`src/rtl/sss_pkg.sv`:
```
`timescale 1ns / 1ps
`default_nettype none

package sss_pkg;

  localparam int unsigned Capacity = 16;
  localparam int unsigned IdxW     = (Capacity > 1) ? $clog2(Capacity) : 1;
  localparam int unsigned CntW     = 5;
  localparam int unsigned ValW     = 32;

  typedef enum logic [2:0] {
    REQ_ADD     = 3'd0,
    REQ_REMOVE  = 3'd1,
    REQ_TEST    = 3'd2,
    REQ_POP_MIN = 3'd3,
    REQ_POP_MAX = 3'd4
  } req_code_e;

  typedef enum logic [2:0] {
    OP_ADD,
    OP_REMOVE,
    OP_TEST,
    OP_POP_MIN,
    OP_POP_MAX,
    OP_NONE
  } op_e;

  typedef enum logic [2:0] {
    STAT_DONE   = 3'd0,
    STAT_DUP    = 3'd1,
    STAT_ABSENT = 3'd2,
    STAT_FULL   = 3'd3,
    STAT_EMPTY  = 3'd4
  } status_e;

  typedef struct packed {
    logic [2:0]             req_type;
    logic signed [ValW-1:0] value;
  } req_t;

  typedef struct packed {
    logic                   ok;
    logic [2:0]             status;
    logic signed [ValW-1:0] out_value;
    logic [CntW-1:0]        count;
    logic signed [ValW-1:0] min_value;
    logic signed [ValW-1:0] max_value;
    logic                   is_empty;
  } rsp_t;

  typedef struct packed {
    op_e                    op;
    logic signed [ValW-1:0] value;
  } cmd_t;

endpackage

`default_nettype wire

```
`src/rtl/sss_front.sv`:
```
`timescale 1ns / 1ps
`default_nettype none

module sss_front
  import sss_pkg::*;
(
  input  wire logic clk_i,
  input  wire logic rst_ni,
  input  wire logic req_valid_i,
  output logic      req_stall_o,
  input  wire req_t req_i,
  output logic      cmd_valid_o,
  output cmd_t      cmd_o,
  input  wire logic cmd_pop_i
);

  cmd_t       slot_q [2];
  logic       wr_ptr_q, wr_ptr_d;
  logic       rd_ptr_q, rd_ptr_d;
  logic [1:0] fill_q, fill_d;
  logic       push;
  cmd_t       cmd_in;

  // classify the request
  always_comb begin
    cmd_in.value = req_i.value;
    unique case (req_i.req_type)
      REQ_ADD:     cmd_in.op = OP_ADD;
      REQ_REMOVE:  cmd_in.op = OP_REMOVE;
      REQ_TEST:    cmd_in.op = OP_TEST;
      REQ_POP_MIN: cmd_in.op = OP_POP_MIN;
      REQ_POP_MAX: cmd_in.op = OP_POP_MAX;
      default:     cmd_in.op = OP_NONE;
    endcase
  end

  assign req_stall_o = (fill_q == 2'd2);
  assign push        = req_valid_i && !req_stall_o;
  assign cmd_valid_o = (fill_q != 2'd0);
  assign cmd_o       = slot_q[rd_ptr_q];

  always_comb begin
    wr_ptr_d = wr_ptr_q;
    rd_ptr_d = rd_ptr_q;
    fill_d   = fill_q;
    if (push) begin
      wr_ptr_d = ~wr_ptr_q;
    end
    if (cmd_pop_i) begin
      rd_ptr_d = ~rd_ptr_q;
    end
    if (push && !cmd_pop_i) begin
      fill_d = fill_q + 2'd1;
    end else if (!push && cmd_pop_i) begin
      fill_d = fill_q - 2'd1;
    end
  end

  always_ff @(posedge clk_i or negedge rst_ni) begin
    if (!rst_ni) begin
      wr_ptr_q <= 1'b0;
      rd_ptr_q <= 1'b0;
      fill_q   <= 2'd0;
    end else begin
      wr_ptr_q <= wr_ptr_d;
      rd_ptr_q <= rd_ptr_d;
      fill_q   <= fill_d;
    end
  end

  always_ff @(posedge clk_i) begin
    if (push) begin
      slot_q[wr_ptr_q] <= cmd_in;
    end
  end

endmodule

`default_nettype wire

```
`src/rtl/sss_back.sv`:
```
`timescale 1ns / 1ps
`default_nettype none

module sss_back
  import sss_pkg::*;
(
  input  wire logic clk_i,
  input  wire logic rst_ni,
  input  wire logic cmd_valid_i,
  input  wire cmd_t cmd_i,
  output logic      cmd_pop_o,
  output logic      rsp_valid_o,
  input  wire logic rsp_stall_i,
  output rsp_t      rsp_o
);

  localparam logic StExec   = 1'b0;
  localparam logic StReport = 1'b1;

  logic                   state_q, state_d;
  logic signed [ValW-1:0] ent_q   [Capacity];
  logic signed [ValW-1:0] ent_d   [Capacity];
  logic signed [ValW-1:0] ins_ent [Capacity];
  logic signed [ValW-1:0] del_ent [Capacity];
  logic signed [ValW-1:0] pop_ent [Capacity];
  logic [CntW-1:0]        cnt_q, cnt_d;
  logic [Capacity-1:0]    lt, eq, prev_lt;
  logic                   found, full, empty;
  logic [CntW-1:0]        last_cnt;
  logic [IdxW-1:0]        last_idx;
  logic signed [ValW-1:0] tail;
  logic                   ok_q, ok_d;
  status_e                stat_q, stat_d;
  logic signed [ValW-1:0] got_q, got_d;
  logic                   rsp_valid_q;
  rsp_t                   rsp_q;
  logic                   load_rsp;

  assign full     = (cnt_q == CntW'(Capacity));
  assign empty    = (cnt_q == '0);
  assign last_cnt = cnt_q - CntW'(1);
  assign last_idx = last_cnt[IdxW-1:0];
  assign tail     = ent_q[last_idx];
  assign found    = |eq;

  // compare the value against every entry at once
  always_comb begin
    for (int i = 0; i < Capacity; i++) begin
      lt[i] = (CntW'(i) < cnt_q) && (ent_q[i] < cmd_i.value);
      eq[i] = (CntW'(i) < cnt_q) && (ent_q[i] == cmd_i.value);
    end
    prev_lt = {lt[Capacity-2:0], 1'b1};
  end

  always_comb begin
    for (int i = 0; i < Capacity; i++) begin
      if (lt[i]) begin
        ins_ent[i] = ent_q[i];
      end else if (prev_lt[i]) begin
        ins_ent[i] = cmd_i.value;
      end else begin
        ins_ent[i] = ent_q[(i > 0) ? i - 1 : 0];
      end
    end
    for (int i = 0; i < Capacity - 1; i++) begin
      del_ent[i] = lt[i] ? ent_q[i] : ent_q[i + 1];
      pop_ent[i] = ent_q[i + 1];
    end
    del_ent[Capacity-1] = ent_q[Capacity-1];
    pop_ent[Capacity-1] = ent_q[Capacity-1];
  end

  assign cmd_pop_o = (state_q == StExec) && cmd_valid_i;
  assign load_rsp  = (state_q == StReport) && (!rsp_valid_q || !rsp_stall_i);

  always_comb begin
    state_d = state_q;
    cnt_d   = cnt_q;
    ent_d   = ent_q;
    ok_d    = ok_q;
    stat_d  = stat_q;
    got_d   = got_q;
    unique case (state_q)
      StExec: begin
        if (cmd_valid_i) begin
          ok_d    = 1'b0;
          stat_d  = STAT_DONE;
          got_d   = '0;
          state_d = StReport;
          case (cmd_i.op)
            OP_ADD: begin
              if (found) begin
                stat_d = STAT_DUP;
              end else if (full) begin
                stat_d = STAT_FULL;
              end else begin
                ent_d = ins_ent;
                cnt_d = cnt_q + CntW'(1);
                ok_d  = 1'b1;
              end
            end
            OP_REMOVE: begin
              if (found) begin
                ent_d = del_ent;
                cnt_d = last_cnt;
                ok_d  = 1'b1;
              end else begin
                stat_d = STAT_ABSENT;
              end
            end
            OP_TEST: begin
              if (found) begin
                ok_d = 1'b1;
              end else begin
                stat_d = STAT_ABSENT;
              end
            end
            OP_POP_MIN: begin
              if (empty) begin
                stat_d = STAT_EMPTY;
              end else begin
                got_d = ent_q[0];
                ent_d = pop_ent;
                cnt_d = last_cnt;
                ok_d  = 1'b1;
              end
            end
            OP_POP_MAX: begin
              if (empty) begin
                stat_d = STAT_EMPTY;
              end else begin
                got_d = tail;
                cnt_d = last_cnt;
                ok_d  = 1'b1;
              end
            end
            default: begin
            end
          endcase
        end
      end
      StReport: begin
        if (load_rsp) begin
          state_d = StExec;
        end
      end
      default: begin
        state_d = StExec;
      end
    endcase
  end

  always_ff @(posedge clk_i or negedge rst_ni) begin
    if (!rst_ni) begin
      state_q     <= StExec;
      cnt_q       <= '0;
      rsp_valid_q <= 1'b0;
    end else begin
      state_q <= state_d;
      cnt_q   <= cnt_d;
      if (load_rsp) begin
        rsp_valid_q <= 1'b1;
      end else if (!rsp_stall_i) begin
        rsp_valid_q <= 1'b0;
      end
    end
  end

  always_ff @(posedge clk_i) begin
    ent_q  <= ent_d;
    ok_q   <= ok_d;
    stat_q <= stat_d;
    got_q  <= got_d;
    if (load_rsp) begin
      rsp_q.ok        <= ok_q;
      rsp_q.status    <= stat_q;
      rsp_q.out_value <= got_q;
      rsp_q.count     <= cnt_q;
      rsp_q.min_value <= empty ? '0 : ent_q[0];
      rsp_q.max_value <= empty ? '0 : tail;
      rsp_q.is_empty  <= empty;
    end
  end

  assign rsp_valid_o = rsp_valid_q;
  assign rsp_o       = rsp_q;

endmodule

`default_nettype wire

```
`src/rtl/sorted_set_store.sv`:
```
`timescale 1ns / 1ps
`default_nettype none

// Sorted set of up to 16 distinct signed 32-bit values held in ascending order.
// Requests (add, remove, member test, extract minimum, extract maximum) are decoded
// into a two-beat queue; the execution side then handles each request in an execute
// step, in which the value is compared against every stored entry at once and the
// entries shift in place, and a report step, in which the result beat, with the
// count, minimum, maximum and empty flag after the request, is loaded into the
// output register; the report step waits while the output is stalled. A new request
// is taken from the queue only once the result of the last one has been loaded.
module sorted_set_store
  import sss_pkg::*;
(
  input  wire logic clk_i,
  input  wire logic rst_ni,
  input  wire logic req_valid_i,
  output logic      req_stall_o,
  input  wire req_t req_i,
  output logic      rsp_valid_o,
  input  wire logic rsp_stall_i,
  output rsp_t      rsp_o
);

  logic cmd_valid;
  logic cmd_pop;
  cmd_t cmd;

  sss_front u_front (
    .clk_i       (clk_i),
    .rst_ni      (rst_ni),
    .req_valid_i (req_valid_i),
    .req_stall_o (req_stall_o),
    .req_i       (req_i),
    .cmd_valid_o (cmd_valid),
    .cmd_o       (cmd),
    .cmd_pop_i   (cmd_pop)
  );

  sss_back u_back (
    .clk_i       (clk_i),
    .rst_ni      (rst_ni),
    .cmd_valid_i (cmd_valid),
    .cmd_i       (cmd),
    .cmd_pop_o   (cmd_pop),
    .rsp_valid_o (rsp_valid_o),
    .rsp_stall_i (rsp_stall_i),
    .rsp_o       (rsp_o)
  );

endmodule

`default_nettype wire
```
`config.mk`:
```
export PLATFORM = sky130hd
export DESIGN_NAME = sorted_set_store
export DESIGN_NICKNAME = d
export VERILOG_FILES = /design/src/rtl/sss_pkg.sv /design/src/rtl/sss_front.sv /design/src/rtl/sss_back.sv /design/src/rtl/sorted_set_store.sv
export SDC_FILE = /design/constraint.sdc
export NUM_CORES = 2
export LEC_CHECK = 0
export BUFFER_PORTS_ARGS = -buffer_cell sky130_fd_sc_hd__buf_4
export CAP_MARGIN = 0
export CORE_MARGIN = 2
export CORE_UTILIZATION = 30
export CTS_CLUSTER_SIZE = 24
export DETAILED_ROUTE_END_ITERATION = 7
export SLEW_MARGIN = 20
export SYNTH_ARGS = -nofsm -noshare
export SYNTH_HDL_FRONTEND = slang
export SYNTH_SLANG_ARGS = --single-unit
```
`constraint.sdc`:
```
create_clock -name clk_i -period 12.45 [get_ports clk_i]
set_input_delay 1.245 -clock clk_i [delete_from_list [all_inputs] [get_ports clk_i]]
set_output_delay 1.245 -clock clk_i [all_outputs]
set_load 0.1 [all_outputs]
```
# Word-level counts from Yosys, hierarchy flattened
# Memories as Yosys holds them, arrays and structs flattened.
# Index checks and enable logic that the tools add are counted.
# totals
regBits	665
latchBits	0
ram_bits	70
rom_bits	0
in_bits	39
output_inout_bits	108
wordCells	294
mem_count	1
# memory_table
name	words	width	rd	rd_ports_with_merged_regs	write_ports	line	rtl
u_front.slot_q	2	35	1	0	1	sss_front.sv:17	cmd_t slot_q [2];
# op_classes
addsub	4
n_mul	0
div_mod_pow	0
magnitude_cmp	33
eq_ne	62
shift	0
n_mux	82
bitwise_logic	9
n_reduce_logical	71
# ops
op	n
$mux W512	4
$mux W32	50
$pmux W512 S3	1
$eq A32 B32 Y1	16
$lt A32 B32 Y1	16
$reduce_and A9 Y1	15
$bmux W32 S4	1
$ne A2 B2 Y1 const B	34
$pmux W32 S2	1
$lt A4 B5 Y1 const A	8
$logic_and A1 B1 Y1	37
$lt A3 B5 Y1 const A	4
$mux W5	4
$reduce_or A16 Y1	1
$pmux W3 S5	1
$pmux W5 S3	1
$eq A3 B2 Y1 const B	4
$lt A1 B5 Y1 const A	2
$lt A2 B5 Y1 const A	2
$mux W1	10
$pmux W3 S3	1
$mux W2	4
$not A1 Y1	8
$reduce_and A8 Y1	1
23 further kinds	35

# Depth between registers and ports, before layout
# An unclocked memory read counts as a cell.
# depth
depth_word	8
mapped_depth	16
mapped_depth_nobuf	11

# Modules after synthesis
# From an unflattened synthesis, not the netlist that was laid out.
# unflattened
hier_cells	4477
area_unflattened_um2	49055.8
# by_module_without_submodules
mod	instances	cells_per_inst	area_each_um2	seq_area_each_um2
sss_back	1	4346	46164.3	19814.0
sss_front	1	131	2891.5	2202.1

# Worst setup path before layout
# Ideal clock, no wire load.
# synth_path
path_kind	input to register
startpoint	input rsp_stall_i
endpoint	register u_back.rsp_q, in the netlist u_back.rsp_o[0] (enable)
setup_time_ns	0.731
arrival_ns	8.922
required_time_ns	11.719
setup_slack_ns	2.797
cell_stages	1
n_path_buf	0
cell_sequence	a21boi_0
# synth_between
elab_chain_len	3
# synth_rtl
element	line	rtl
from (decl)	sorted_set_store.sv:21	input wire logic rsp_stall_i,
$logic_not A1 Y1	sss_back.sv:74	assign load_rsp = (state_q == StReport) && (!rsp_valid_q || !rsp_stall_i);
$logic_or A1 B1 Y1	sss_back.sv:74	
$logic_and A1 B1 Y1	sss_back.sv:74	
to (decl)	sss_back.sv:36	rsp_t rsp_q;
# Every way passes these cells.
# A chain may end at the register's enable or synchronous reset.

# Worst setup path after layout
# layout_path
startpoint	register u_front.rd_ptr_q
endpoint	register u_back.ent_q[115] (netlist bit) (enable)
# layout_between
elab_chain_len	6
word_cells_on_any_way	47
classes_between	1 x order compare; 24 x eq/ne; 21 x reduce/logical; 1 x memory
# layout_rtl
element	line	rtl
from (decl)	sss_front.sv:19	logic rd_ptr_q, rd_ptr_d;
from (signal assigned)	sss_front.sv:66	rd_ptr_q <= rd_ptr_d;
$mem_v2 Z2 W35 *	-	
parallel branches: the longest is 4 deep, another holds $lt A32 B32 Y1	-	
$reduce_and A9 Y1 (no line) *	-	
to (signal assigned)	sss_back.sv:170	ent_q <= ent_d;
to (decl)	sss_back.sv:21	logic signed [ValW-1:0] ent_q [Capacity];
# Mark *: on every way between the ends.

==> impl_metrics.ini <==
[cells_and_area]
final_nets = 5170
fillers = 16410
finish.utilization_pct = 34.11
layout-drive-gt1-share_pct = 13.43
syn2layout_area_growth_pct = 13.28

[route]
wl_um = 184000
first_iter_violations = 5382
vias = 41470
drcViolationCount = 0
drtAntennaViolNets = 0
post_drt_wl_per_cell_um = 26.76
viasPerCell = 6.030
dr.pass1.iters = 6

[clocking]
cts-root-buf = clkbuf_16
clk_path_buf_depth = 3
h-tree-depth = 3
clock-sinks = 735
cts_inserted_buffers = 84
insertion_delay_ns = 0.73
ctsResizeCount = 0
post_cts_buffers = 0
cts_tree = built
path_clk_slew_ns = 0.06
cts_hold_buf = 0

[logic_synthesis]
synthTopCellsByCount = edfxtp_1 (724), nand2_1 (724), ha_1 (517)
synthTopCellsByArea = edfxtp_1 (44%), ha_1 (13%), mux4_2 (5.8%)
synth-edff-count = 724
ys.warnings.count = 0
async_flop_share_pct = 1.497
synth_top_cell_area_share_pct = 43.91
synth-seq-cells = 735
yosys_most_used_dff = edfxtp_1
yosys.area.top_type = edfxtp_1
syn_avg_cell_area_um2 = 10.67
syn_inst = 4641
ys_seq_area_share_pct = 44.47
syn_area_um2 = 49510
ys_types = 72
synth_nets = 5197

[min_path]
min_path_type = primary input to asynchronous set/reset pin

[worst_setup_path]
r2r_end = u_back.ent_q[115]
endpoint = u_back.ent_q[115]
worstPathArrival_ns = 6.89
worst-r2r-cell-count = 13
critPathLaunch = u_front.rd_ptr_q
path_class = flip-flop to flip-flop
startpoint_type = flip-flop
end_kind = flip-flop
reg2reg_from = u_front.rd_ptr_q
required_ns = 12.82
rrSetupSlack_ns = 5.92
worstPathMaxFanout = 32

[sta]
finalWorstSetupSlack_ns = 5.921
rsz0062_at_grt = no
min_period_ns = 6.529
fin_tns_setup_ns = 0
finalCritPeriodShare_pct = 52.44
hold_viol = 0
relSlewSlack_pct = 23.90
setup_viol = 0
whs_ns = 0.3528
fin_worst_skew_ns = 0.04363
tightest_slew_ns = 1.141
slew_viol_final = 0
fmax_ghz = 0.1532

[global_routing]
grt_pass1_wl_um = 269900
antenna_found_initial = 8
grt_max_degree = 175
grt_pass1_vias = 39820
grt_util_all_layers_pct = 21.23
gr-total-overflow = 0

[floorplan]
die_width_um = 410.3
initial_core_util_pct = 30.11
core_area_um2 = 164400
die_h_um = 410.3
die-area_um2 = 168300
num_rows = 149
io_pins = 147

[flow_run]
maxCapViolCount = 0

[placement]
dpl.hpwl_um = 133200
place_congestion = 0.9498
preCtsSetupSlack_ns = 6.062
port_buffers = 146

[status]
outcome = completed
## cells in the final DEF, fill, tap and decap left out, types with 12 or more instances in the layout
| master | instances |
|---|---|
| a211oi_1 | 14 |
| o211ai_1 | 371 |
| nand3_1 | 216 |
| clkinv_2 | 12 |
| edfxtp_1 | 724 |
| o211ai_2 | 30 |
| mux2_2 | 33 |
| clkbuf_16 | 86 |
| a21o_1 | 140 |
| nor3_1 | 42 |
| clkinv_1 | 20 |
| nand2_1 | 722 |
| mux2i_1 | 39 |
| o31ai_1 | 42 |
| a22oi_1 | 31 |
| o21a_1 | 48 |
| mux4_2 | 128 |
| nor2_1 | 100 |
| inv_1 | 98 |
| ha_1 | 516 |
| nor4_1 | 15 |
| and2_1 | 36 |
| nand4_1 | 396 |
| o21ai_0 | 106 |
| buf_4 | 237 |
| nor2b_1 | 38 |
| a21oi_1 | 200 |
| clkbuf_1 | 13 |
| and4_1 | 18 |
| a21oi_4 | 13 |
## routing by layer
layer / vias to the layer above / GRT usage [%] / part of all wire [%]
met1: 20520 / 27.65 / 40
met4: 4 / 10.27 / 4.9
met2: 2340 / 34.20 / 47
met5: - / 0 / 0.017
met3: 424 / 3.510 / 8.7
li1: 18180 / - / -
## how the worst min path moves through the flow
| stage | startpoint | endpoint | slack (ns) | cells after the start |
|---|---|---|---|---|
| floorplan | u_back.got_q[30] | u_back.rsp_o[100] | 0.40 | 0 |
| global route | rst_ni | u_back.cnt_q[3] | 0.36 | 1 |
| global placement | u_back.ok_q | u_back.rsp_o[105] | 0.40 | 0 |
| detailed placement | u_back.got_q[10] | u_back.rsp_o[80] | 0.40 | 0 |
| CTS | rst_ni | u_back.cnt_q[3] | 0.32 | 1 |
| finish | rst_ni | u_back.cnt_q[3] | 0.35 | 1 |
## sequential cells by signal, indices dropped and copies added (netlist names)
| name | cells |
|---|---|
| u_back.got_q | 32 |
| u_back.del_ent | 32 |
| u_back.rsp_valid_o | 1 |
| u_back.ent_q | 480 |
| u_back.rsp_o | 106 |
| u_back.state_q | 1 |
| u_front.slot_q | 70 |
| u_back.ok_q | 1 |
| u_front.fill_q | 2 |
| u_back.cnt_q | 5 |
| u_front.wr_ptr_q | 1 |
| u_front.rd_ptr_q | 1 |
| u_back.stat_q | 3 |
## critical path: stages, from the launching register on
cell	delay (ns)
dfrtp_2	0.44
buf_4	0.59
mux2_2	0.43
inv_1	0.71
ha_1	0.26
nand4_1	0.15
nor4_1	0.80
nand3b_1	0.35
o2111ai_1	0.25
nor4_4	0.16
mux2_4	0.36
a21o_2	0.50
a21oi_4	0.56
buf_4	0.46
## metrics by stage
| stage | cell area (µm²) | std cells |
|---|---|---|
| final | 56090 | 6877 |
| after global routing | 56080 | 6874 |
| after CTS | 55880 | 6866 |
| after detailed placement | 53030 | 6710 |
| after global placement | 53020 | 6710 |
| after floorplan | 49510 | 4641 |
## final cells by class
cell class / count / area, µm² / share of cell area (%)
timing repair buffer: 246 / 2012 / 3.587
tap: 2189 / 2739 / 4.883
sequential: 735 / 22020 / 39.26
antenna: 4 / 10.01 / 0.01785
clock inverter: 57 / 650.6 / 1.160
multi-input combinational: 3449 / 26090 / 46.51
inverter: 98 / 367.9 / 0.6559
clock buffer: 99 / 2201 / 3.924
## kinds of logic after synthesis
logic type	share of synthesized area, %
AOI/OAI and AO/OA	14.96
xor gates and xnor gates	0.2123
adders and majority gates	13.07
buffers and inverters	3.571
DFF	44.47
muxes	7.473
and+or+nand+nor	16.25
Power is left out: the tool's default activity adds up to more than one toggle a clock period on the data nets, which glitch-free logic cannot reach.
